**config.mk**
```make
export PLATFORM = sky130hd
export DESIGN_NAME = aavr_cordic_cell
export DESIGN_NICKNAME = d
export VERILOG_FILES = /design/src/rtl/aavr_pkg.sv /design/src/rtl/aavr_cordic_cell.sv
export SDC_FILE = /design/constraint.sdc
export NUM_CORES = 1
export LEC_CHECK = 0
export ABC_AREA = 1
export BUFFER_PORTS_ARGS = -buffer_cell sky130_fd_sc_hd__buf_2
export CAP_MARGIN = 10
export CORE_ASPECT_RATIO = 0.9
export CORE_UTILIZATION = 59
export CTS_CLUSTER_DIAMETER = 50
export DETAILED_ROUTE_END_ITERATION = 10
export PLACE_DENSITY = 0.83
export SYNTH_ARGS = -nofsm -noshare
export SYNTH_HDL_FRONTEND = slang
export SYNTH_SLANG_ARGS = --single-unit
```
**constraint.sdc**
```tcl
create_clock -name clk_i -period 3.25 [get_ports clk_i]
set_clock_uncertainty 0.1 [all_clocks]
set_input_delay 0 -clock clk_i [delete_from_list [all_inputs] [get_ports clk_i]]
set_output_delay 0 -clock clk_i [all_outputs]
set_load 0.02 [all_outputs]
```
**src/rtl/aavr_pkg.sv**
```systemverilog
// ----------------------------------------------------------------------------
// Axis-angle rotation package
// Shared widths, fixed-point constants, the arctangent table and helpers.
// ----------------------------------------------------------------------------
package aavr_pkg;

  localparam int unsigned Q_W       = 34;  // Q2.30 working width with headroom
  localparam int unsigned Z_W       = 36;  // angle reduction width
  localparam int unsigned ANGLE_W   = 32;
  localparam int unsigned MAG_W     = 32;
  localparam int unsigned RAD_W     = 64;
  localparam int unsigned ROOT_W    = 32;
  localparam int unsigned QUO_W     = 31;
  localparam int unsigned R_W       = 32;
  localparam int unsigned NORM_CELLS = 6;
  localparam int unsigned NORM_STEP [NORM_CELLS] = '{16, 8, 4, 2, 1, 1};

  typedef logic signed [Q_W-1:0] q_t;
  typedef logic signed [R_W-1:0] r_t;

  localparam q_t ONE_Q30 = 34'sd1073741824;
  localparam q_t GAIN_Q30 = 34'sd652032874;
  localparam logic signed [Z_W-1:0] Z_HALF_PI = 36'sd1686629713;
  localparam logic signed [Z_W-1:0] Z_PI      = 36'sd3373259426;
  localparam logic signed [Z_W-1:0] Z_TWO_PI  = 36'sd6746518852;

  localparam logic [31:0] ATAN_Q30 [32] = '{
    32'd843314857, 32'd497837830, 32'd263043837, 32'd133525159, 32'd67021687,
    32'd33543516, 32'd16775851, 32'd8388437, 32'd4194283, 32'd2097149,
    32'd1048576, 32'd524288, 32'd262144, 32'd131072, 32'd65536, 32'd32768,
    32'd16384, 32'd8192, 32'd4096, 32'd2048, 32'd1024, 32'd512, 32'd256,
    32'd128, 32'd64, 32'd32, 32'd16, 32'd8, 32'd4, 32'd2, 32'd1, 32'd0
  };

  function automatic q_t mul_q30(q_t a, q_t b);
    logic signed [2*Q_W-1:0] pr;
    pr = (a * b) + $signed({{(2*Q_W-30){1'b0}}, 1'b1, 29'd0});
    return pr[Q_W+29:30];
  endfunction

  function automatic r_t clamp_q30(logic signed [Q_W:0] v);
    if (v > 35'sd2147483647) begin
      return 32'sh7fffffff;
    end else if (v < -35'sd2147483648) begin
      return 32'sh80000000;
    end
    return v[R_W-1:0];
  endfunction

endpackage

```
**src/rtl/aavr_cordic_cell.sv**
```systemverilog
// ----------------------------------------------------------------------------
// CORDIC cell
// One rotation-mode micro-rotation towards the residual angle.
// ----------------------------------------------------------------------------
module aavr_cordic_cell
  import aavr_pkg::*;
#(
  parameter int unsigned STAGE = 0
) (
  input  logic clk_i,
  input  logic ena_i,
  input  q_t   x_i,
  input  q_t   y_i,
  input  q_t   z_i,
  input  logic flip_i,
  output q_t   x_o,
  output q_t   y_o,
  output q_t   z_o,
  output logic flip_o
);

  localparam q_t ATAN = q_t'(ATAN_Q30[STAGE]);

  q_t   x_q, y_q, z_q;
  logic flip_q;

  always_ff @(posedge clk_i) begin
    if (ena_i) begin
      flip_q <= flip_i;
      if (z_i >= 0) begin
        x_q <= x_i - (y_i >>> STAGE);
        y_q <= y_i + (x_i >>> STAGE);
        z_q <= z_i - ATAN;
      end else begin
        x_q <= x_i + (y_i >>> STAGE);
        y_q <= y_i - (x_i >>> STAGE);
        z_q <= z_i + ATAN;
      end
    end
  end

  assign x_o    = x_q;
  assign y_o    = y_q;
  assign z_o    = z_q;
  assign flip_o = flip_q;

endmodule

```
==> results of run 1 <==
[cell families after synthesis]
| kind of cell | after synthesis | synth area share |
|---|---|---|
| muxes | 2 | 0.001607 |
| xor gates and xnor gates | 58 | 0.04078 |
| and+or+nand+nor | 916 | 0.3146 |
| DFF | 102 | 0.2459 |
| adders and majority gates | 136 | 0.1390 |
| buffers and inverters | 297 | 0.1034 |
| AOI/OAI and AO/OA | 344 | 0.1548 |
[worst max path at each step]
stage	end	from	cells after the start
floorplan	z_o[22]	z_i[33]	20
global placement	z_o[17]	z_i[33]	16
detailed placement	z_o[22]	z_i[33]	19
CTS	z_o[22]	z_i[33]	19
global route	z_o[22]	z_i[33]	19
finish	x_o[10]	y_i[0]	14
[sequential cells by signal, indices dropped and copies added (netlist names)]
name    count
y_o        33
flip_o      1
z_o        34
x_o        34
[final cells by class]
| class | instances | share of cell area |
|---|---|---|
| Sequential cell | 102 | 0.2196 |
| Tap cell | 286 | 0.02566 |
| Multi-Input combinational cell | 1456 | 0.5818 |
| Inverter | 252 | 0.06801 |
| Clock inverter | 7 | 0.006370 |
| Clock buffer | 9 | 0.01615 |
| Timing Repair Buffer | 219 | 0.08236 |
[layout by cell type (no fill, tap or decap), types with 9 or more instances in the layout]
| cell | n |
|---|---|
| buf_4 | 9 |
| nand3_1 | 157 |
| o21ai_0 | 99 |
| a21oi_1 | 165 |
| nor3_1 | 25 |
| nor2_1 | 167 |
| ha_1 | 132 |
| a21o_1 | 9 |
| nand2_1 | 502 |
| nor2_2 | 9 |
| o21bai_1 | 18 |
| edfxtp_1 | 102 |
| inv_1 | 241 |
| o21ai_1 | 15 |
| xor2_1 | 50 |
| buf_2 | 206 |
| nand4_1 | 17 |
| inv_2 | 9 |
| clkbuf_16 | 9 |
| nand2_2 | 12 |
[critical path: cells and delay by family]
family / cells / cell delay (ns)
fa+ha+maj: 2 / 0.64
buf+inv: 4 / 0.84
compound gates: 2 / 0.81
xor+xnor: 1 / 0.10
simple gates: 5 / 0.54
[where the power goes]
part | total (uW) | internal (uW) | switching, uW
clock network | 1180 | 562 | 621
registers | 1760 | 1710 | 52.3
logic | 2500 | 767 | 1730
[what timing repair did]
item / CTS / global route
endpoints found under the hold margin: 3 / 0
setup buffers: 0 / 0
gates resized for setup: 0 / 0
hold buffers: 3 / 0
[routing by layer]
metal / track usage / up-vias / routed length (um)
met5: 0 / - / 0
met4: 0.1313 / 0 / 1403
met3: 0.04734 / 103 / 4378
met2: 0.6394 / 794 / 19090
met1: 0.5257 / 6218 / 17280
li1: - / 6472 / -
[per-stage QoR]
| step | instance area (um2) | hold slack, ns | power, uW | setup TNS (ns) | setup WS (ns) |
|---|---|---|---|---|---|
| 5_1_grt | 13950 | 0.05459 | 5719 | 0 | 0.09693 |
| 3_3_place_gp | 13600 | 0.07592 | 4174 | 0 | 0.1581 |
| 4_1_cts | 13950 | 0.02420 | 5392 | 0 | 0.3076 |
| 2_1_floorplan | 12460 | -0.001131 | 3429 | 0 | 0.5085 |
| 3_5_place_dp | 13600 | 0.07929 | 4211 | -0.1533 | -0.08044 |
| 6_report | 13950 | 0.03180 | 5442 | 0 | 0.2978 |
==> results.ini, run 1 <==
[placed_design]
placed_cells=2312
globalplace.congestion=1.035
place_hpwl_mm=34.71
io_buffers=207

[routing]
drtAntennaViolNets=0
wl_per_cell_um=18.08
dr.pass1.iters=6
wl_mm=42.15
route.vias.total=13587
drtIter0Drc=1438
drc_errors=0
vias_per_cell=5.829

[yosys]
netlist_area_mm2=0.01246
synth-edff-count=102
synth_nets=2096
ys_top_cells_by_count=nand2_1, inv_1, nor2_1, a21oi_1, nand3_1
ys_async_sr_fraction=0
syn-instance-count=1855
yosysTopAreaCell=edfxtp_1
synth.avg_cell_area_um2=6.715
synth_area_leaders=edfxtp_1, nand2_1, ha_1, inv_1, a21oi_1
synth_top_flop_cell=edfxtp_1
yosysMostFrequentCell=nand2_1
yosys.cell_types.count=50
seq_area_frac_synth=0.2459
synth_top_area_frac=0.2459
yosys_warnings=0
ys_ff_latch=102

[timing]
period_needed_ns=2.952
tightest_slew_ns=0.8879
slew_violations=0
fmax_ghz=0.3387
setup_violations=0
hold_viol=0
max_slew_margin=0.4081
finalCritPeriodShare=0.9084
rsz0062_at_grt=no

[worst_setup_path]
cp-end-kind=flip-flop
critPathMaxFanout=5
cp-start-kind=input pin
critPathRequiredTime_ns=3.25
max_stage_delay_ns=0.52
cpMostUsedCell=nand2_1
critPathArrivalTime_ns=2.95
crit_slowest_cell=dlygate4sd3_1
path_cells=dlygate4sd3_1, buf_2, ha_1, inv_1, fa_1, inv_1, nand2_1, o21ai_2, nand2_1, nand2_1, nand2_1, nand2_1, xor2_1, o21ai_0
timing_worst_setup_path_type=in -> reg

[finish]
areaGrowthSynthToFinish_pct=11.95
n_fill_cell=1936
final_cell_count_no_fill=2331
layout-drive-gt1-share=0.1482
register_area_mm2=0.003063
multi_input_area_mm2=0.008114
fin_util=0.6714
fin_nets=2281
antenna_cells=0

[power]
p_leak_uw=0.007031
powerDensity_mw_per_mm2=390.2
vdd_ir_drop_max_uv=245.3

[clock_network]
cts_sinks=102
htree_levels=3
cts_buffer_depth=2
cts_tree=built
clkTransAtPathRegs_ns=0.09
cts_made_buffers=9
ctsRootBufferMaster=clkbuf_16

[outcome]
status=complete, no violations

[min_path]
hold_depth=4
hold_path.class=in -> reg
whs_endpoint=x_o[0]
holdCritStartpoint=x_i[0]

[global_route]
grt_max_degree=76
antenna_found_initial=1
grt_pass1_wl_mm=65.34
grt_usage=0.3883
grt.overflow.total=0
grt_pass1_vias=12516

[flow_run]
maxCapViolations=0

[floorplanning]
rows=50
coreArea_mm2=0.02077
ios=208
die_height_um=139.9
dieArea_mm2=0.02170
chipWidth_um=155.2
start_util=0.5998

Power figures use the tool's default switching activity.
==> run 2, diff against run 1 <==
Settings changed: MAX_ROUTING_LAYER set to met4, PLACE_DENSITY 0.83 to 0.95, SETUP_SLACK_MARGIN set to 0.15.
==> run 2 against run 1 <==
  * Critical path depth increased by 1
  * Worst setup slack improved by 0.0073 ns
  * Fmax increased by 0.25%
  * Critical endpoint is now z_o[25]
  * First-iteration DRC count increased by 7.2%
  * Die area unchanged
  * Wire length increased by 2.1%
==> results.ini, run 2 (synthesis gave the netlist of run 1 again) <==
[finish]
fin_nets=2288
final_cell_area_mm2=0.01398
final_cell_mix=nand2_1, inv_1, buf_2
areaGrowthSynthToFinish_pct=12.23
n_fill_cell=1896
antenna_cells=0
multi_input_area_mm2=0.008114
layout_commonest_cell=nand2_1
register_area_mm2=0.003063
layout-drive-gt1-share=0.1511

[routing]
route.vias.total=13824
drtIter0Drc=1541
dr.pass1.iters=8
wl_per_cell_um=18.40
drtAntennaViolNets=0
vias_per_cell=5.913
drc_errors=0
wl_mm=43.02

[worst_setup_path]
cp-start-kind=input pin
cp-end-kind=flip-flop
critPathArrivalTime_ns=2.98
crit_buf_inv=2
crit_family=simple AND/OR/NAND/NOR gates
path_cells=buf_2, nor3_1, nand3_1, o21ai_4, inv_2, ha_1, nand2_1, o21ai_0, a21oi_1, o21ai_1, nand2_1, nand2_1, nand2_1, nand3_1, nand2_1
max_stage_delay_ns=0.47
critPathRequiredTime_ns=3.28
critPathMaxFanout=14
timing_worst_setup_path_type=in -> reg
cpMostUsedCell=nand2_1
crit_slowest_cell=nor3_1

[timing]
fmax_ghz=0.3396
finalCritPeriodShare=0.9061
fin_setup_tns_ns=0
fin_ws_ns=0.3051
holdWs_ns=0.02390
tightest_slew_ns=0.8432
hold_viol=0
period_needed_ns=2.945
rsz0062_at_grt=no
slew_violations=0
setup_violations=0
max_slew_margin=0.4379

[floorplanning]
chipWidth_um=155.2
ios=208
dieArea_mm2=0.02170
start_util=0.5998
rows=50
die_height_um=139.9
coreArea_mm2=0.02077

[global_route]
grt_pass1_vias=12831
antenna_found_initial=0
grt_pass1_wl_mm=66.22
grt_max_degree=76
grt_usage=0.4072
grt.overflow.total=0

[placed_design]
dp_slack_ns=0.1024
io_buffers=207
globalplace.congestion=1.035
postPlaceCellArea_mm2=0.01365
place_hpwl_mm=35.41

[clock_network]
cts_made_buffers=9
cts_buffer_depth=2
clkTransAtPathRegs_ns=0.09
htree_levels=3
postCtsSetupBuffers=0
cts_sinks=102
ctsRootBufferMaster=clkbuf_16
cts_tree=built

[power]
vdd_ir_drop_max_uv=321.6
powerDensity_mw_per_mm2=388.1
p_leak_uw=0.007057

[min_path]
hold_path.class=in -> reg

[outcome]
status=complete, no violations

[flow_run]
maxCapViolations=0

## run 2: path summary, 6_finish.rpt
kind              startpoint  endpoint  slack (ns)  cells past startpoint
setup / recovery      z_i[3]   z_o[25]        0.31                     15
hold / removal        x_i[0]    x_o[0]        0.02                      4
## run 2: layer usage
metal,GRT usage,share of wire,vias up
li1,-,-,6477
met2,0.6560,0.45,913
met5,-,0,-
met1,0.5072,0.40,6290
met4,0.1709,0.041,0
met3,0.06291,0.11,144
## run 2: cell type report
cell class / count / share of cell area
multi-input cells: 1456 / 0.5804
flip-flops and latches: 102 / 0.2191
repair buffers: 226 / 0.08591
inverters: 252 / 0.06784
well taps: 286 / 0.02560
clock buffers: 9 / 0.01611
clock inverters: 7 / 0.005101
## run 2: where the power goes
| part | leakage, uW | internal [uW] | switching, uW |
|---|---|---|---|
| Combinational | 0.00591 | 773 | 1730 |
| Clock | 0.000146 | 546 | 609 |
| Sequential | 0.000997 | 1710 | 56.7 |
## run 2: what timing repair did
item,4_1_cts,5_1_grt
hold buffers,3,0
resized for setup,0,0
hold endpoints to repair,3,0
endpoints found under the setup margin,0,0
## run 2: through the flow
step	utilization	std cells	total power, uW
2_1_floorplan	-	1855	3429
3_3_place_gp	0.6574	2319	4169
3_5_place_dp	0.6574	2319	4219
4_1_cts	0.6731	2338	5355
5_1_grt	0.6731	2338	5680
6_report	0.6731	2338	5426
