===== config.mk =====
export PLATFORM = sky130hd
export DESIGN_NAME = aavr_sqrt_cell
export DESIGN_NICKNAME = d
export VERILOG_FILES = /design/src/rtl/aavr_pkg.sv /design/src/rtl/aavr_sqrt_cell.sv
export SDC_FILE = /design/constraint.sdc
export NUM_CORES = 1
export LEC_CHECK = 0
export BUFFER_PORTS_ARGS = -buffer_cell sky130_fd_sc_hd__buf_2
export CAP_MARGIN = 20
export CORE_MARGIN = 8
export CORE_UTILIZATION = 30
export DETAILED_ROUTE_END_ITERATION = 10
export HOLD_SLACK_MARGIN = 0.15
export PLACE_DENSITY = 0.55
export SETUP_SLACK_MARGIN = 0.02
export SYNTH_ARGS = -nofsm -noshare
export SYNTH_HDL_FRONTEND = slang
export SYNTH_SLANG_ARGS = --single-unit

===== constraint.sdc =====
create_clock -name clk_i -period 3.6 [get_ports clk_i]
set_input_delay 0.36 -clock clk_i [delete_from_list [all_inputs] [get_ports clk_i]]
set_output_delay 0.36 -clock clk_i [all_outputs]
set_load 0.1 [all_outputs]

===== src/rtl/aavr_pkg.sv =====
// ----------------------------------------------------------------------------
// Axis-angle rotation package
// Shared widths, fixed-point constants, the arctangent table and helpers.
// ----------------------------------------------------------------------------
package aavr_pkg;

  localparam int unsigned Q_W       = 34;  // Q2.30 working width with headroom
  localparam int unsigned Z_W       = 36;  // angle reduction width
  localparam int unsigned ANGLE_W   = 32;
  localparam int unsigned MAG_W     = 32;
  localparam int unsigned RAD_W     = 64;
  localparam int unsigned ROOT_W    = 32;
  localparam int unsigned QUO_W     = 31;
  localparam int unsigned R_W       = 32;
  localparam int unsigned NORM_CELLS = 6;
  localparam int unsigned NORM_STEP [NORM_CELLS] = '{16, 8, 4, 2, 1, 1};

  typedef logic signed [Q_W-1:0] q_t;
  typedef logic signed [R_W-1:0] r_t;

  localparam q_t ONE_Q30 = 34'sd1073741824;
  localparam q_t GAIN_Q30 = 34'sd652032874;
  localparam logic signed [Z_W-1:0] Z_HALF_PI = 36'sd1686629713;
  localparam logic signed [Z_W-1:0] Z_PI      = 36'sd3373259426;
  localparam logic signed [Z_W-1:0] Z_TWO_PI  = 36'sd6746518852;

  localparam logic [31:0] ATAN_Q30 [32] = '{
    32'd843314857, 32'd497837830, 32'd263043837, 32'd133525159, 32'd67021687,
    32'd33543516, 32'd16775851, 32'd8388437, 32'd4194283, 32'd2097149,
    32'd1048576, 32'd524288, 32'd262144, 32'd131072, 32'd65536, 32'd32768,
    32'd16384, 32'd8192, 32'd4096, 32'd2048, 32'd1024, 32'd512, 32'd256,
    32'd128, 32'd64, 32'd32, 32'd16, 32'd8, 32'd4, 32'd2, 32'd1, 32'd0
  };

  function automatic q_t mul_q30(q_t a, q_t b);
    logic signed [2*Q_W-1:0] pr;
    pr = (a * b) + $signed({{(2*Q_W-30){1'b0}}, 1'b1, 29'd0});
    return pr[Q_W+29:30];
  endfunction

  function automatic r_t clamp_q30(logic signed [Q_W:0] v);
    if (v > 35'sd2147483647) begin
      return 32'sh7fffffff;
    end else if (v < -35'sd2147483648) begin
      return 32'sh80000000;
    end
    return v[R_W-1:0];
  endfunction

endpackage


===== src/rtl/aavr_sqrt_cell.sv =====
// ----------------------------------------------------------------------------
// Square root cell
// Settles one bit of the integer square root of the squared axis length.
// ----------------------------------------------------------------------------
module aavr_sqrt_cell
  import aavr_pkg::*;
#(
  parameter int unsigned BIT = 0
) (
  input  logic              clk_i,
  input  logic              ena_i,
  input  logic [RAD_W-1:0]  rem_i,
  input  logic [ROOT_W-1:0] root_i,
  output logic [RAD_W-1:0]  rem_o,
  output logic [ROOT_W-1:0] root_o
);

  logic [RAD_W+1:0]  trial;
  logic [RAD_W-1:0]  rem_q;
  logic [ROOT_W-1:0] root_q;

  assign trial = ({34'd0, root_i} << (BIT + 1)) | (66'd1 << (2 * BIT));

  always_ff @(posedge clk_i) begin
    if (ena_i) begin
      if ({2'b00, rem_i} >= trial) begin
        rem_q  <= rem_i - trial[RAD_W-1:0];
        root_q <= root_i | (32'd1 << BIT);
      end else begin
        rem_q  <= rem_i;
        root_q <= root_i;
      end
    end
  end

  assign rem_o  = rem_q;
  assign root_o = root_q;

endmodule


==> results of run 1 <==
## per-layer routing
metal | routed length (um) | vias up
met4 | 170 | 0
met1 | 8870 | 2555
met3 | 1300 | 12
met2 | 9290 | 163
li1 | - | 2768
met5 | 0 | -
## worst min path at each step
| stage | start | endpoint | depth (start not counted) |
|---|---|---|---|
| after floorplan | root_i[10] | root_o[10] | 0 |
| final | root_i[31] | root_o[31] | 1 |
| after global placement | root_i[12] | root_o[12] | 1 |
| after CTS | root_i[31] | root_o[31] | 1 |
| after global routing | root_i[26] | root_o[26] | 1 |
| after detailed placement | root_i[12] | root_o[12] | 1 |
## sequential cells by signal, summed over array words and instances, names as in the netlist
| register | cells |
|---|---|
| root_o | 32 |
| rem_o | 64 |
## cell usage after synthesis (6+ instances only)
| cell | count |
|---|---|
| a211oi_1 | 6 |
| a21o_1 | 18 |
| a21oi_1 | 63 |
| buf_2 | 12 |
| clkbuf_1 | 9 |
| edfxtp_1 | 96 |
| ha_1 | 33 |
| inv_1 | 37 |
| nand2_1 | 54 |
| nand3_1 | 21 |
| nand4_1 | 20 |
| nor2_1 | 61 |
| nor3_1 | 18 |
| nor4_1 | 9 |
| o211ai_1 | 11 |
| o21ai_0 | 18 |
| or3_1 | 8 |
| or4_1 | 7 |
| xnor2_1 | 43 |
| xor2_1 | 15 |
## cell usage in the layout, fill, tap and decap left out, types with 3 or more instances in the layout
cell type,n
ha_1,33
buf_2,192
nand3_1,21
nand2b_1,3
nor3_1,18
clkbuf_16,9
nand4_1,20
nand2_1,54
and4_1,3
nor2_1,61
o21ai_1,4
o21bai_1,5
diode_2,4
a21oi_1,63
edfxtp_1,96
o21ai_0,18
xnor2_1,43
buf_4,23
o21a_1,3
a221oi_1,4
a21o_1,18
a31oi_1,3
xor2_1,15
nor4_1,9
and3_1,4
a211oi_1,6
or4_1,7
inv_1,37
nor2b_1,3
or3_1,8
o211ai_1,11
bufinv_16,4
## layout make-up
type                       instances  area, um2  share of cell area
clock inverter                     6        131              0.0163
inverter                          37        139              0.0172
sequential                        96       2880               0.357
timing repair buffer             217       1170               0.145
clock buffer                      10        229              0.0283
antenna                            4       10.0             0.00124
multi-input combinational        477       3170               0.392
tap                              275        344              0.0426
## power groups by stage
stage                     clock network (mW)  logic, mW  registers, mW
after floorplan                            0      0.407           2.32
after global placement                     0       1.65           1.44
after detailed placement                   0       1.65           1.44
after CTS                               1.21       1.65           1.42
after global routing                    1.25       1.73           1.42
final                                   1.19       1.64           1.41
## stage by stage
step	total power [mW]	setup WS [ps]	utilization
6_report	4.24	480	0.387
5_1_grt	4.40	201	0.387
3_3_place_gp	3.08	68.9	0.369
3_5_place_dp	3.08	71.0	0.369
2_1_floorplan	2.73	645	-
4_1_cts	4.28	415	0.386
## logic make-up (layout without fill, tap and decap cells)
group | count (synthesis) | in the layout
flops | 96 | 96
simple gates | 223 | 223
buf+inv | 65 | 270
compound gates | 161 | 161
fa+ha+maj | 34 | 34
xor+xnor | 59 | 59
other cells | 0 | 4
==> impl_results.md, run 1 <==
* Slew Limit Fails at 0
* Largest delay share family, worst path: simple AND/OR/NAND/NOR gates
* Total wire length at 19,600 um
* Routed Antenna Nets at 0
* Pre-antenna DRT Iters at 5
* Synth Area in Compound Gates at 0.171
* Die H at 161 um
* GRT Overall Usage at 0.147
* CP Cell Sequence: buf_2 -> inv_1 -> ha_1 -> nand4_1 -> or4_4 -> nor4_4 -> nand4_1 -> and3_1 -> a21oi_4 -> nand3_1 -> xnor2_1
* Top-Level Pins at 194
* Fill cells at 2,145
* Top cell type's share of synthesized area at 0.454
* Initial antenna violation count at 4
* Post-synthesis mux area share at 0
* CTS tree: done
* Crit path capture: rem_o[52]
* HP Class: primary input to flip-flop
* First-pass GRT wire length at 30,900 um
* Clk network pwr share at 0.280
* Post-CTS setup buffers at 0
* DP Area at 7710 um2
* M3 GR Usage at 0.0420
* Switching share of power at 0.416
* Post-CTS Resized at 0
* Clock Path Buffers at 2
* CP required at 3700 ps
* Hold Vio Cnt, Final at 0
* GR Util met2 at 0.238
* Int Pwr at 2.48 mW
* Xor/xnor share of the synthesized area at 0.0826
* Fraction of layout cells with a size suffix above 1 at 0.297
* Full die area at 26,100 um2
* Cell variety after synth at 64
* Vias in the first global route at 5,759
* Final period utilization at 0.867
* Logic pwr share at 0.387
* Root buffer cell: clkbuf_16
* Vias per cell at 4.90
* Total CTS buffers at 9
* Leakage at 3.36 nW
* Post-synthesis simple-gate area fraction at 0.177
* PD cells at 525 nW/um2
* P_sw at 1.77 mW
* Final GP Congestion at 0.825
* Layer with the highest usage: met2
* Synthesized area at 6350 um2
* Count of final setup violators at 0
* WP depth at 11
* CP Capture Type: flip-flop
* Total grt overflow at 0
* Relative slew slack at 0.513
* Nets at 970
* Clock sinks at 96
* Worst IR drop on VDD at 249 uV
* Mapped Avg Cell Area at 9.95 um2
* Final instance area at 8080 um2
* Hold Buf Count CTS at 0
* Max incr delay on CP at 500 ps
* Most frequent CP cell: nand4_1
* Routed WL per cell at 17.5 um
* Critical path arrival at 3220 ps
* Core Box Area at 20,900 um2
* Main combinational cell family by area after synthesis: simple AND/OR/NAND/NOR gates
* Syn. warnings at 0
* Slew of the pin with the lowest slew margin at 731 ps
* Outcome: finished clean
* Area contributors post-synth: edfxtp_1 (45%), ha_1 (6.5%), xnor2_1 (5.9%)
* Flop pwr share at 0.333
* Setup repair after global routing missed its margin: no
* Synth Net Count at 770
* Area leader, netlist: edfxtp_1
* Start point of the critical path: root_i[27]
* Num rows at 53
* CP bufs+invs at 2
* Ys async rst share at 0
* Via count at 5,498
* Max frequency at 321 MHz
* P&R area growth vs syn at 27.3%
* H-tree depth at 3
* CP startpoint kind: primary input
* WHS at 190 ps
* Post-Synthesis Cells at 638
* Die width at 161 um
* Initial Utilization at 0.304
* Largest net degree at the start of global routing at 50
* Port Buffers at 193
* Fin cells at 1,122
* Post-synthesis adder-cell area fraction at 0.0682
* Setup TNS at 0 ps
* HPWL Detailed at 15,500 um
* Met1 global-route usage at 0.185
* Inst Count DP at 1,102
* Post-synth EDFFs at 96
* Register area share after synthesis at 0.454
* Maxcap violations at 0
* Detailed Route Iter0 Violations at 309
* Critical setup path kind: primary input to flip-flop
* Period minus WS final at 3120 ps
* Clock-pin slew on the worst setup and hold paths at 70 ps
* Max Fanout on Critical Path at 16
* CP max-delay cell: or4_4
* Register bit total from synthesis at 96
* Primary FF master, synth: edfxtp_1
* Post-route DRC at 0
Power figures use the tool's default switching activity.
==> inputs of run 2 (changes only) <==
--- a/config.mk
+++ b/config.mk
@@ -12,6 +12,7 @@
 export DETAILED_ROUTE_END_ITERATION = 10
 export HOLD_SLACK_MARGIN = 0.15
 export PLACE_DENSITY = 0.55
+export REMOVE_ABC_BUFFERS = 1
 export SETUP_SLACK_MARGIN = 0.02
 export SYNTH_ARGS = -nofsm -noshare
 export SYNTH_HDL_FRONTEND = slang
==> impl_results.md, run 2 (synthesis results as in run 1) <==
* HPWL Detailed at 15,700 um (+0.84%)
* Hold Path Origin: root_i[5]
* Nets at 969 (-0.10%)
* CP max-delay cell: or4_4
* Routed Antenna Nets at 0 (unchanged)
* Int Pwr at 2.20 mW (-11%)
* Core Box Area at 20,900 um2 (unchanged)
* Root buffer cell: clkbuf_16
* Post-CTS Resized at 0 (unchanged)
* HP Class: primary input to flip-flop
* Final antenna diode count at 0 (-4)
* Full die area at 26,100 um2 (unchanged)
* CP startpoint kind: primary input
* Routed WL per cell at 17.7 um (+1.2%)
* Hold Vio Cnt, Final at 0 (unchanged)
* Max Fanout on Critical Path at 7 (-9)
* Num rows at 53 (unchanged)
* P&R area growth vs syn at 26.0%
* Post-route DRC at 0 (unchanged)
* PD cells at 497 nW/um2 (-5.4%)
* Logic pwr share at 0.412 (+0.025)
* Final period utilization at 0.894 (+0.0270)
* Fraction of layout cells with a size suffix above 1 at 0.296 (-0.000835)
* Top-Level Pins at 194 (unchanged)
* Slew of the pin with the lowest slew margin at 776 ps (+44.6 ps)
* Maxcap violations at 0 (unchanged)
* Die width at 161 um (unchanged)
* Fill cells at 2,167 (+1.0%)
* Most frequent CP cell: nand4_1
* Post-CTS setup buffers at 0 (unchanged)
* Inst Count DP at 1,101 (-0.091%)
* CTS tree: done
* Final GP Congestion at 0.808 (-2.1%)
* Die H at 161 um (unchanged)
* Leakage at 3.32 nW (-1.1%)
* Vias per cell at 4.85 (-1.1%)
* CP Cell Sequence: buf_2 -> inv_1 -> ha_1 -> nand4_1 -> or4_4 -> nor4_4 -> nand4_1 -> and3_1 -> buf_4 -> a211oi_4 -> o211ai_1 -> xnor2_1
* Total power at 3.98 mW (-6.3%)
* H-tree depth at 3 (unchanged)
* Period minus WS final at 3220 ps (+97.3 ps)
* Count of final setup violators at 0 (unchanged)
* P_sw at 1.78 mW (+0.71%)
* CP Capture Type: flip-flop
* PnR worst setup slack at 383 ps (-97.3 ps)
* Critical path arrival at 3320 ps (+100 ps)
* Total grt overflow at 0 (unchanged)
* Switching share of power at 0.447 (+0.0311)
* Setup repair after global routing missed its margin: no
* CP required at 3710 ps (about the same)
* Fin cells at 1,117 (-0.45%)
* Clock sinks at 96 (unchanged)
* Initial Utilization at 0.304 (unchanged)
* Max frequency at 311 MHz (-3.0%)
* Clock Path Buffers at 2 (unchanged)
* Largest net degree at the start of global routing at 97 (+94%)
* Post-place setup slack at -32.1 ps (-103 ps)
* Total CTS buffers at 9 (unchanged)
* Via count at 5,412 (-1.6%)
* Detailed Route Iter0 Violations at 289 (-6.5%)
* Commonest non-fill, non-tap cells in the layout: buf_2 (192), edfxtp_1 (96), a21oi_1 (63)
* Worst IR drop on VDD at 225 uV (-9.7%)
* Port Buffers at 193 (unchanged)
* Initial antenna violation count at 1 (-3)
* Clock-pin slew on the worst setup and hold paths at 80 ps (about the same)
* Total wire length at 19,800 um (+0.76%)
* First-pass GRT wire length at 30,600 um (-0.96%)
* Outcome: finished clean
* Vias in the first global route at 5,502 (-4.5%)
* WHS at 188 ps (-2.31 ps)
* Setup TNS at 0 ps (unchanged)
* Pre-antenna DRT Iters at 4 (-1)
* Hold Buf Count CTS at 0 (unchanged)
* Largest register FFs at 64 (unchanged)
* Flop pwr share at 0.355 (+0.022)
* Max incr delay on CP at 500 ps (about the same)
* Start point of the critical path: root_i[27]
* Critical setup path kind: primary input to flip-flop
* Relative slew slack at 0.478 (-0.0345)
* Slew Limit Fails at 0 (unchanged)
* Clk network pwr share at 0.233 (-0.047)
* Most common cell after layout, fill and taps aside: buf_2
* GRT Overall Usage at 0.149 (+0.00198)
[run 2: layer usage]
metal / track usage / part of all wire / vias up
met4: 0.0446 / 0.015 / 2
met2: 0.232 / 0.44 / 139
li1: - / - / 2766
met1: 0.200 / 0.48 / 2487
met3: 0.0372 / 0.057 / 18
met5: 0 / 0.00061 / -
[run 2: layout make-up]
| type | instances | area (um2) | area share |
|---|---|---|---|
| clock buffer | 10 | 229 | 0.0286 |
| clock inverter | 6 | 45.0 | 0.00563 |
| inverter | 37 | 139 | 0.0174 |
| multi-input combinational | 477 | 3170 | 0.396 |
| sequential | 96 | 2880 | 0.360 |
| tap | 275 | 344 | 0.0430 |
| timing repair buffer | 216 | 1190 | 0.149 |
[run 2: worst max-delay path: cells and delay by family]
family                     cells  cell delay, ps
adders and majority gates      1             290
xor gates and xnor gates       1             150
AOI/OAI and AO/OA              2             530
buffers and inverters          3             340
and+or+nand+nor                5            1640
[run 2: per-stage QoR]
step | util | instance area (um2)
after global placement | 0.370 | 7730
final | 0.383 | 8000
after detailed placement | 0.370 | 7730
after global routing | 0.383 | 8000
after CTS | 0.383 | 8000
after floorplan | - | 6190
[run 2: path summary, 6_finish.rpt]
kind | slack [ps] | endpoint | cells after the start
worst max-delay path | 380 | rem_o[46] | 12
worst min-delay path | 190 | root_o[5] | 1
[run 2: power by group through the flow]
stage | registers, mW | clock network [mW] | logic, mW
6_report | 1.41 | 0.926 | 1.64
5_1_grt | 1.42 | 0.996 | 1.73
4_1_cts | 1.41 | 0.961 | 1.65
3_5_place_dp | 1.44 | 0 | 1.64
3_3_place_gp | 1.44 | 0 | 1.64
2_1_floorplan | 2.32 | 0 | 0.399
