--- src/rtl/aavr_pkg.sv ---
// ----------------------------------------------------------------------------
// Axis-angle rotation package
// Shared widths, fixed-point constants, the arctangent table and helpers.
// ----------------------------------------------------------------------------
package aavr_pkg;

  localparam int unsigned Q_W       = 34;  // Q2.30 working width with headroom
  localparam int unsigned Z_W       = 36;  // angle reduction width
  localparam int unsigned ANGLE_W   = 32;
  localparam int unsigned MAG_W     = 32;
  localparam int unsigned RAD_W     = 64;
  localparam int unsigned ROOT_W    = 32;
  localparam int unsigned QUO_W     = 31;
  localparam int unsigned R_W       = 32;
  localparam int unsigned NORM_CELLS = 6;
  localparam int unsigned NORM_STEP [NORM_CELLS] = '{16, 8, 4, 2, 1, 1};

  typedef logic signed [Q_W-1:0] q_t;
  typedef logic signed [R_W-1:0] r_t;

  localparam q_t ONE_Q30 = 34'sd1073741824;
  localparam q_t GAIN_Q30 = 34'sd652032874;
  localparam logic signed [Z_W-1:0] Z_HALF_PI = 36'sd1686629713;
  localparam logic signed [Z_W-1:0] Z_PI      = 36'sd3373259426;
  localparam logic signed [Z_W-1:0] Z_TWO_PI  = 36'sd6746518852;

  localparam logic [31:0] ATAN_Q30 [32] = '{
    32'd843314857, 32'd497837830, 32'd263043837, 32'd133525159, 32'd67021687,
    32'd33543516, 32'd16775851, 32'd8388437, 32'd4194283, 32'd2097149,
    32'd1048576, 32'd524288, 32'd262144, 32'd131072, 32'd65536, 32'd32768,
    32'd16384, 32'd8192, 32'd4096, 32'd2048, 32'd1024, 32'd512, 32'd256,
    32'd128, 32'd64, 32'd32, 32'd16, 32'd8, 32'd4, 32'd2, 32'd1, 32'd0
  };

  function automatic q_t mul_q30(q_t a, q_t b);
    logic signed [2*Q_W-1:0] pr;
    pr = (a * b) + $signed({{(2*Q_W-30){1'b0}}, 1'b1, 29'd0});
    return pr[Q_W+29:30];
  endfunction

  function automatic r_t clamp_q30(logic signed [Q_W:0] v);
    if (v > 35'sd2147483647) begin
      return 32'sh7fffffff;
    end else if (v < -35'sd2147483648) begin
      return 32'sh80000000;
    end
    return v[R_W-1:0];
  endfunction

endpackage

--- src/rtl/aavr_div_cell.sv ---
// ----------------------------------------------------------------------------
// Divider cell
// Settles one quotient bit of the three unit-axis divisions by the norm.
// ----------------------------------------------------------------------------
module aavr_div_cell
  import aavr_pkg::*;
#(
  parameter int unsigned BIT = 0
) (
  input  logic                   clk_i,
  input  logic                   ena_i,
  input  logic [ROOT_W-1:0]      den_i,
  input  logic [2:0][RAD_W-1:0]  rem_i,
  input  logic [2:0][QUO_W-1:0]  quo_i,
  output logic [ROOT_W-1:0]      den_o,
  output logic [2:0][RAD_W-1:0]  rem_o,
  output logic [2:0][QUO_W-1:0]  quo_o
);

  logic [RAD_W-1:0]        comp;
  logic [ROOT_W-1:0]       den_q;
  logic [2:0][RAD_W-1:0]   rem_q;
  logic [2:0][QUO_W-1:0]   quo_q;

  assign comp = {32'd0, den_i} << BIT;

  always_ff @(posedge clk_i) begin
    if (ena_i) begin
      den_q <= den_i;
      for (int k = 0; k < 3; k++) begin
        if (rem_i[k] >= comp) begin
          rem_q[k] <= rem_i[k] - comp;
          quo_q[k] <= quo_i[k] | (31'd1 << BIT);
        end else begin
          rem_q[k] <= rem_i[k];
          quo_q[k] <= quo_i[k];
        end
      end
    end
  end

  assign den_o = den_q;
  assign rem_o = rem_q;
  assign quo_o = quo_q;

endmodule

--- config.mk ---
export PLATFORM = sky130hd
export DESIGN_NAME = aavr_div_cell
export DESIGN_NICKNAME = d
export VERILOG_FILES = /design/src/rtl/aavr_pkg.sv /design/src/rtl/aavr_div_cell.sv
export SDC_FILE = /design/constraint.sdc
export NUM_CORES = 1
export LEC_CHECK = 0
export BUFFER_PORTS_ARGS = -buffer_cell sky130_fd_sc_hd__buf_2
export CORE_AREA = 2 2 246 248
export DETAILED_ROUTE_END_ITERATION = 12
export DIE_AREA = 0 0 248 250
export SYNTH_ARGS = -nofsm -noshare
export SYNTH_HDL_FRONTEND = slang
export SYNTH_SLANG_ARGS = --single-unit
--- constraint.sdc ---
create_clock -name clk_i -period 6.8 [get_ports clk_i]
set_input_delay 0.68 -clock clk_i [delete_from_list [all_inputs] [get_ports clk_i]]
set_output_delay 0.68 -clock clk_i [all_outputs]
set_load 0.005 [all_outputs]
==> results.yml, run 1 <==
timing:
  setup_viol: 0
  worst-slew-pin-transition_ns: 1.08
  min_period_over_period_pct: 63.1
  slew_headroom_pct: 28.2
  rsz0062_at_grt: "no"
  maxSlewViolCount: 0
  max_freq_mhz: 233
  period_needed_ns: 4.29
  finalHoldViolCount: 0
  tns_ns: 0
  setup_slack_ns: 2.51
  hold-worst-slack_ns: 0.290
synthesis:
  synth.distinct_cells: 73
  synth_top_area_share_pct: 51.2
  yosysWarnings: 0
  ys_ff_latch: 317
  synth-edff-count: 317
  synth-async-reset-ratio_pct: 0
  synth_flop_cell: "edfxtp_1"
  mappedNetlistArea_um2: 18600
  synth_top_area_cell: "edfxtp_1"
  avgSynthCellArea_um2: 10.6
  syn_inst: 1760
  yosysSeqAreaShare_pct: 51.2
  synthTopCellsByArea: "edfxtp_1 51%, ha_1 6.5%, xor2_1 4.8%, nand2_1 3.7%, xnor2_1 3.7%"
  syn-num-nets: 2178
power_and_ir_drop:
  pwr_density_cell_nw_per_um2: 243
  peakVddDrop_v: 0.000178
  p_leak_nw: 9.80
  fin_total_pwr_mw: 5.81
floorplanning:
  num_rows: 90
  die_area_um2: 62000
  pin_count: 636
  die_y_um: 250
  start_util_pct: 31.2
  core_area_um2: 59600
  fp.dieW_um: 248
cells_and_area:
  nets: 2806
  regArea_um2: 9520
  area_growth_pct: 28.6
  layout-drive-gt1-share_pct: 30.7
  fillers: 5916
  multi_input_area_um2: 8580
  fin_util_pct: 40.1
worst_setup_path:
  crit_fanout: 12
  cp.required_ns: 7.09
  path_class: "primary input to flip-flop"
  start_kind: "primary input"
  cp.arrival_ns: 4.58
  crit_path_end_kind: "flip-flop"
global_routing:
  grt_usage_pct: 22.9
  grt_first_pass_wirelength_um: 106000
  antenna_found_initial: 12
  grt_pass1_vias: 16300
  overflow: 0
  grt_max_degree: 127
route:
  first_pass_iters: 5
  post_drt_wl_per_cell_um: 23.1
  drtIter0Drc: 1412
  viasPerCell: 5.20
  wl_um: 74100
  drt.antenna.violating_nets: 0
  drc_errors: 0
  num_vias: 16700
outcome:
  status: "finished, final reports clean"
cts:
  postCtsHoldBufs: 0
  cts.htree.levels: 2
  cts_tree: "built"
  clk_transition_reported_paths_ns: 0.06
  post_cts_resized: 0
  cts-buffers-inserted: 40
  cts_sinks: 317
  cts-root-buf: "clkbuf_16"
  post-cts-setup-buffers: 0
  clockBufferDepth: 3
place:
  gp_congestion: 0.942
  dpl.hpwl_um: 59900
  port_buffers: 635
  preCtsSetupSlack_ns: 2.04
hold_path:
  min_path_type: "primary input to flip-flop"
job:
  drv_cap: 0
-- registers in the layout, summed over array words and instances (netlist names) --
name and flops:
den_o 32, rem_o 192, quo_o 93
-- final timing paths --
check,from,to,cells after the start
worst max-delay path,rem_i[128],rem_o[186],15
worst min-delay path,quo_i[20],quo_o[20],1
-- per-stage QoR --
step | cell area, um2 | instances
final | 23900 | 3208
after detailed placement | 22600 | 3128
after global routing | 23900 | 3204
after floorplan | 18600 | 1760
after global placement | 22600 | 3128
after CTS | 23900 | 3200
-- cells by family (layout without fill, tap and decap cells) --
| family | count (synthesis) | in the layout | share of synthesized area, % |
|---|---|---|---|
| AND/OR/NAND/NOR | 615 | 615 | 16.5 |
| AO/OA/AOI/OAI | 417 | 417 | 13.7 |
| flip-flops | 317 | 317 | 51.2 |
| XOR/XNOR | 180 | 180 | 8.49 |
| buffers and inverters | 121 | 779 | 2.64 |
| adder cells (fa/ha/maj) | 99 | 99 | 6.79 |
| multiplexers | 11 | 11 | 0.653 |
| other | 0 | 8 | 0 |
-- where the power goes --
group          leakage [nW]  internal, mW  total, mW  switching [mW]
clock                 0.617          1.24       2.11           0.867
sequential             3.10          2.41       2.48          0.0666
combinational          6.08         0.484       1.22           0.734
-- Yosys cell counts, drive strengths merged (30+ instances only) --
| cell type | n |
|---|---|
| nand4 | 31 |
| nand2 | 185 |
| nand3 | 30 |
| inv | 62 |
| ha | 96 |
| clkbuf | 40 |
| nor4 | 40 |
| edfxtp | 317 |
| nor2 | 139 |
| xnor2 | 78 |
| or3 | 31 |
| o21ai | 129 |
| nor3 | 53 |
| xor2 | 102 |
| a21oi | 129 |
-- worst max-delay path, cell delays in order --
cell and delay [ns]:
buf_2 0.16, inv_1 0.06, ha_1 0.20, fa_1 0.41, nor2b_1 0.16, o31a_1 0.22
o21a_1 0.27, a21bo_2 0.19, a221oi_1 0.08, buf_4 0.17, o211ai_1 0.66, buf_4 0.33
nand4b_1 0.43, nor3_1 0.41, xor2_1 0.12
-- area by class of cell --
class	instances	share of cell area, %
Antenna cell	8	0.0838
Inverter	62	0.974
Timing Repair Buffer	645	13.7
Clock buffer	47	4.48
Sequential cell	317	39.8
Tap cell	782	4.09
Multi-Input combinational cell	1322	35.9
Clock inverter	25	0.932
-- cells in the final DEF (no fill, tap or decap), types with 9 or more instances in the layout --
cell and count:
inv_1 62, buf_4 9, a21o_1 28, a31oi_1 14
nor2b_1 11, o21bai_1 18, nand2b_1 22, and3_1 10
mux2_2 9, or2_2 13, clkbuf_16 42, o21ai_0 128
o211ai_1 12, xnor2_1 78, or3_1 30, a211oi_1 14
edfxtp_1 317, ha_1 96, nor4_1 38, or4_1 14
o21a_1 14, buf_2 634, nand2_1 185, clkinv_1 9
nor2_1 137, nand4_1 31, nor3_1 53, nand3_1 30
xor2_1 102, a21oi_1 129
-- per-layer routing --
metal  GRT usage, %  vias up  share of wire (%)  wire, um
met5              0        -               0.11        82
met4           7.48       12                3.2      2370
met3           3.63      115                6.2      4600
met1           28.6     8039                 41     30600
li1               -     7845                  -         -
met2           39.8      671                 49     36400
No activity file was read; power rests on OpenSTA's default activity.
==> run 2: changes to the inputs <==
==> constraint.sdc (replaced) <==
create_clock -name clk_i -period 4.42 [get_ports clk_i]
set_input_delay 0.442 -clock clk_i [delete_from_list [all_inputs] [get_ports clk_i]]
set_output_delay 0.442 -clock clk_i [all_outputs]
set_load 0.005 [all_outputs]
==> run 2 against run 1 <==
  * Core utilization is 0.26 points higher
  * Clock power is 58% higher
  * Via count hardly changed
  * Largest cell class unchanged
  * Sequential power is 54% higher
==> results.yml, run 2 (same netlist as run 1, synthesis figures left out) <==
worst_setup_path:
  crit_chain: "buf_2, inv_1, ha_1, fa_1, nor2b_1, o31a_1, o21a_1, a21bo_2, a221oi_1, buf_4, o211ai_1, buf_4, nand3_1, a2111oi_0, xor2_1"
  crit_path_end_kind: "flip-flop"
  cp.arrival_ns: 3.89
  start_kind: "primary input"
  critical_path_buf_inv_count: 4
  cp.required_ns: 4.71
  crit_fanout: 11
  path_class: "primary input to flip-flop"
  critical_path.most_common_cell: "buf_4"
  critPathSlowestCell: "a2111oi_0"
  slowest_delay_ns: 0.56
  path_delay_family: "compound AO/OA/AOI/OAI gates"
hold_path:
  hold_path_end: "quo_o[70]"
  min_path_type: "primary input to flip-flop"
  min_from: "quo_i[70]"
  holdPathStages: 1
cts:
  cts-buffers-inserted: 40
  cts.htree.levels: 2
  cts-root-buf: "clkbuf_16"
  postCtsHoldBufs: 0
  cts_tree: "built"
  cts_sinks: 317
  clockBufferDepth: 3
  clk_transition_reported_paths_ns: 0.06
  post-cts-setup-buffers: 0
  post_cts_resized: 0
timing:
  setup_viol: 0
  slew_headroom_pct: 32.2
  max_freq_mhz: 278
  period_needed_ns: 3.60
  finalHoldViolCount: 0
  maxSlewViolCount: 0
  rsz0062_at_grt: "no"
  setup_slack_ns: 0.824
  min_period_over_period_pct: 81.4
  tns_ns: 0
  worst-slew-pin-transition_ns: 1.02
cells_and_area:
  nets: 2819
  multi_input_area_um2: 8580
  final_cell_mix: "634 x buf_2, 317 x edfxtp_1, 185 x nand2_1"
  final_cell_area_um2: 24100
  regArea_um2: 9520
  area_growth_pct: 29.5
  largest_reg_flops: 192
  fin_util_pct: 40.4
  final_common_cell: "buf_2"
  layout-drive-gt1-share_pct: 31.4
  fillers: 5901
floorplanning:
  die_y_um: 250
  num_rows: 90
  die_area_um2: 62000
  fp.dieW_um: 248
  pin_count: 636
  start_util_pct: 31.2
  core_area_um2: 59600
route:
  post_drt_wl_per_cell_um: 23.2
  drtIter0Drc: 1272
  drt.antenna.violating_nets: 0
  viasPerCell: 5.19
  wl_um: 74500
  drc_errors: 0
  first_pass_iters: 6
  num_vias: 16700
power_and_ir_drop:
  p_leak_nw: 9.90
  pwr_density_cell_nw_per_um2: 375
  peakVddDrop_v: 0.000302
global_routing:
  grt-busiest-layer: "met2"
  grt_first_pass_wirelength_um: 106000
  grt_pass1_vias: 16200
  antenna_found_initial: 16
  grt_max_degree: 108
  overflow: 0
  use_met2_pct: 39.8
  grt_usage_pct: 23.0
  grt.met1_usage_pct: 28.5
  met3_usage_pct: 4.47
job:
  drv_cap: 0
place:
  gp_congestion: 0.940
  dpl.hpwl_um: 60700
  port_buffers: 635
  preCtsSetupSlack_ns: 0.329
  postPlaceCellArea_um2: 22700
outcome:
  status: "finished, final reports clean"
[run 2: worst max path at each step]
stage | slack, ns | cells after the start | from | endpoint
detailed placement | 0.33 | 15 | rem_i[128] | rem_o[185]
finish | 0.82 | 15 | rem_i[128] | rem_o[185]
floorplan | 1.04 | 13 | rem_i[0] | rem_o[50]
CTS | 0.88 | 15 | rem_i[128] | rem_o[185]
global placement | 0.40 | 15 | rem_i[128] | rem_o[185]
global route | 0.60 | 15 | rem_i[128] | rem_o[185]
[run 2: cell type report]
class / instances / share of cell area, %
well taps: 782 / 4.07
diodes: 4 / 0.0416
clock inverters: 25 / 1.09
clock buffers: 45 / 4.42
multi-input cells: 1322 / 35.7
repair buffers: 658 / 14.2
inverters: 62 / 0.968
flip-flops and latches: 317 / 39.6
[run 2: power by group]
part | internal [mW] | switching [mW]
sequential | 3.71 | 0.107
clock | 1.97 | 1.37
combinational | 0.751 | 1.12
[run 2: layer usage]
layer / share of wire (%) / vias up
met5: 0.20 / -
met4: 3.3 / 22
met3: 7.0 / 137
met2: 49 / 664
met1: 40 / 8006
li1: - / 7862
[run 2: stage by stage]
stage	power (mW)	hold WS [ns]	std cells
after detailed placement	5.75	0.620	3141
after floorplan	4.74	0.541	1760
after global placement	5.75	0.619	3141
final	9.03	0.0555	3215
after global routing	9.42	0.0256	3212
after CTS	9.12	0.0240	3211
==> run 3: changes to the inputs <==
--- a/config.mk
+++ b/config.mk
@@ -5,10 +5,13 @@
 export SDC_FILE = /design/constraint.sdc
 export NUM_CORES = 1
 export LEC_CHECK = 0
+export ABC_AREA = 1
 export BUFFER_PORTS_ARGS = -buffer_cell sky130_fd_sc_hd__buf_2
-export CORE_AREA = 2 2 246 248
+export CORE_ASPECT_RATIO = 0.75
+export CORE_MARGIN = 2
+export CORE_UTILIZATION = 40
 export DETAILED_ROUTE_END_ITERATION = 12
-export DIE_AREA = 0 0 248 250
+export PLACE_DENSITY = 0.66
 export SYNTH_ARGS = -nofsm -noshare
 export SYNTH_HDL_FRONTEND = slang
 export SYNTH_SLANG_ARGS = --single-unit
==> constraint.sdc (replaced) <==
create_clock -name clk_i -period 3.1 [get_ports clk_i]
set_input_delay 0.31 -clock clk_i [delete_from_list [all_inputs] [get_ports clk_i]]
set_output_delay 0.31 -clock clk_i [all_outputs]
set_load 0.005 [all_outputs]
==> run 3 against run 2 <==
  * Clock power up 24%
  * Sequential share of layout area is 8.0 points lower
  * Die area fell by 3.1%
  * Synthesized area increased by 25%
  * Critical endpoint is now rem_o[127]
==> results.yml, run 3 <==
outcome:
  status: "finished, final reports clean"
place:
  postPlaceCellArea_um2: 27800
  port_buffers: 635
  gp_congestion: 1.05
  dpl.hpwl_um: 83800
route:
  num_vias: 25000
  post_drt_wl_per_cell_um: 20.3
  wl_um: 100000
  viasPerCell: 5.06
  drc_errors: 0
  drtIter0Drc: 2656
  first_pass_iters: 6
  drt.antenna.violating_nets: 0
synthesis:
  mappedNetlistArea_um2: 23300
  ys_top_cells_by_count: "1237 x nand2_1, 489 x inv_1, 347 x nor2_1, 317 x edfxtp_1, 180 x nand3_1"
  synth-async-reset-ratio_pct: 0
  synth_top_area_share_pct: 40.9
  synth.distinct_cells: 40
  synth_compound_area_share_pct: 7.01
  ys_ff_latch: 317
  synth_most_common_cell: "nand2_1"
  synth_top_area_cell: "edfxtp_1"
  syn_inst: 3294
  synthSimpleGateAreaFrac_pct: 33.9
  synth-adder-area-share_pct: 5.42
  avgSynthCellArea_um2: 7.06
  synth_flop_cell: "edfxtp_1"
  synth_xor_area_share_pct: 2.98
  synth-edff-count: 317
  synthMuxAreaShare_pct: 0
  synth_top_family_by_area: "simple AND/OR/NAND/NOR gates"
  synthTopCellsByArea: "edfxtp_1 41%, nand2_1 20%, inv_1 7.9%, nor2_1 5.6%, ha_1 5.2%"
  yosysWarnings: 0
  yosysSeqAreaShare_pct: 40.9
  syn-num-nets: 3712
cells_and_area:
  layout-drive-gt1-share_pct: 20.2
  largest_reg_flops: 192
  final_cell_area_um2: 30200
  final_cell_mix: "1237 x nand2_1, 634 x buf_2, 488 x inv_1"
  fin_util_pct: 52.5
  area_growth_pct: 29.7
  nets: 4539
  final_common_cell: "nand2_1"
timing:
  maxSlewViolCount: 0
  rsz0062_at_grt: "no"
  max_freq_mhz: 338
  tns_ns: 0
  min_period_over_period_pct: 95.5
  period_needed_ns: 2.96
  slew_headroom_pct: 50.2
  worst-slew-pin-transition_ns: 0.747
  setup_viol: 0
  finalHoldViolCount: 0
cts:
  cts-buffers-inserted: 35
  cts_tree: "built"
  cts-root-buf: "clkbuf_16"
  cts_sinks: 317
  cts.htree.levels: 2
  clk_transition_reported_paths_ns: 0.06
  clockBufferDepth: 3
floorplanning:
  num_rows: 76
  die_area_um2: 60100
  fp.dieW_um: 282
  die_y_um: 213
  start_util_pct: 40.5
  core_area_um2: 57400
  pin_count: 636
global_routing:
  grt_first_pass_wirelength_um: 141000
  grt_usage_pct: 32.1
  grt_max_degree: 82
  antenna_found_initial: 13
  grt_pass1_vias: 22900
  overflow: 0
worst_setup_path:
  cp.arrival_ns: 3.25
  crit_fanout: 5
  path_class: "primary input to flip-flop"
  start_kind: "primary input"
  cp.required_ns: 3.39
  crit_path_end_kind: "flip-flop"
power_and_ir_drop:
  fin_total_pwr_mw: 13.1
  p_leak_nw: 14.5
  peakVddDrop_v: 0.000336
  pwr_density_cell_nw_per_um2: 434
hold_path:
  min_path_type: "primary input to flip-flop"
job:
  drv_cap: 0
## run 3: cell count changes after synthesis, moves of 79 or more
cell,previous run,this run
nor2_1,137,347
nand3_1,30,180
inv_1,62,489
nand2_1,185,1237
o21ai_0,128,49
xor2_1,102,12
## run 3: logic make-up (layout without fill, tap and decap cells)
kind of cell | count (synthesis) | count (layout)
compound gates | 300 | 300
xor+xnor | 79 | 79
fa+ha+maj | 99 | 99
buf+inv | 564 | 1417
flops | 317 | 317
other cells | 0 | 9
simple gates | 1935 | 1935
## run 3: report_power, final
group          internal, mW  switching (mW)  leakage, nW  total [mW]
combinational          1.30            2.20         10.9        3.49
sequential             5.28           0.168         3.10        5.45
clock                  2.32            1.82        0.534        4.14
## run 3: timing repair
action                                  4_1_cts  5_1_grt
hold buffers                                121        0
hold endpoints to repair                    121        0
endpoints found under the setup margin        0       26
setup buffers                                 0        1
resized for setup                             0        2
## run 3: final cells by class
class                      count  area [um2]
antenna                        9        22.5
inverter                     529        1990
tap                          780         976
clock buffer                  44         931
sequential                   317        9520
timing repair buffer         825        5070
clock inverter                19         174
fill                        5765       27300
multi-input combinational   2413       11500
## run 3: critical path, cell delays in order
cell           delay (ns)
dlygate4sd3_1        0.52
buf_2                0.11
inv_1                0.19
buf_4                0.21
ha_1                 0.34
nand2_1              0.13
nor2_1               0.41
nand2_1              0.24
nor2_1               0.17
nand2_1              0.07
nand2_1              0.23
nand2_1              0.14
nand3_1              0.11
a21oi_2              0.06
## run 3: final timing paths
check | start | endpoint | slack (ns) | depth (start not counted)
max | den_i[29] | rem_o[127] | 0.14 | 14
min | quo_i[64] | quo_o[64] | 0.03 | 1
## run 3: routing by layer
layer / track usage [%] / vias to the layer above / routed length (um)
met4: 6.71 / 8 / 1870
met2: 46.4 / 1165 / 41600
met1: 46.2 / 11500 / 44200
li1: - / 12200 / -
met3: 11.0 / 108 / 12500
met5: 0 / - / 55
## run 3: stage by stage
stage                     worst slack, ns  hold WS, ns  cells
after floorplan                     0.797        0.409   3294
after global placement              0.123        0.487   4742
after detailed placement            0.186        0.488   4742
after CTS                           0.207      0.00243   4926
after global routing              0.00796      0.00580   4929
final                               0.139       0.0298   4936
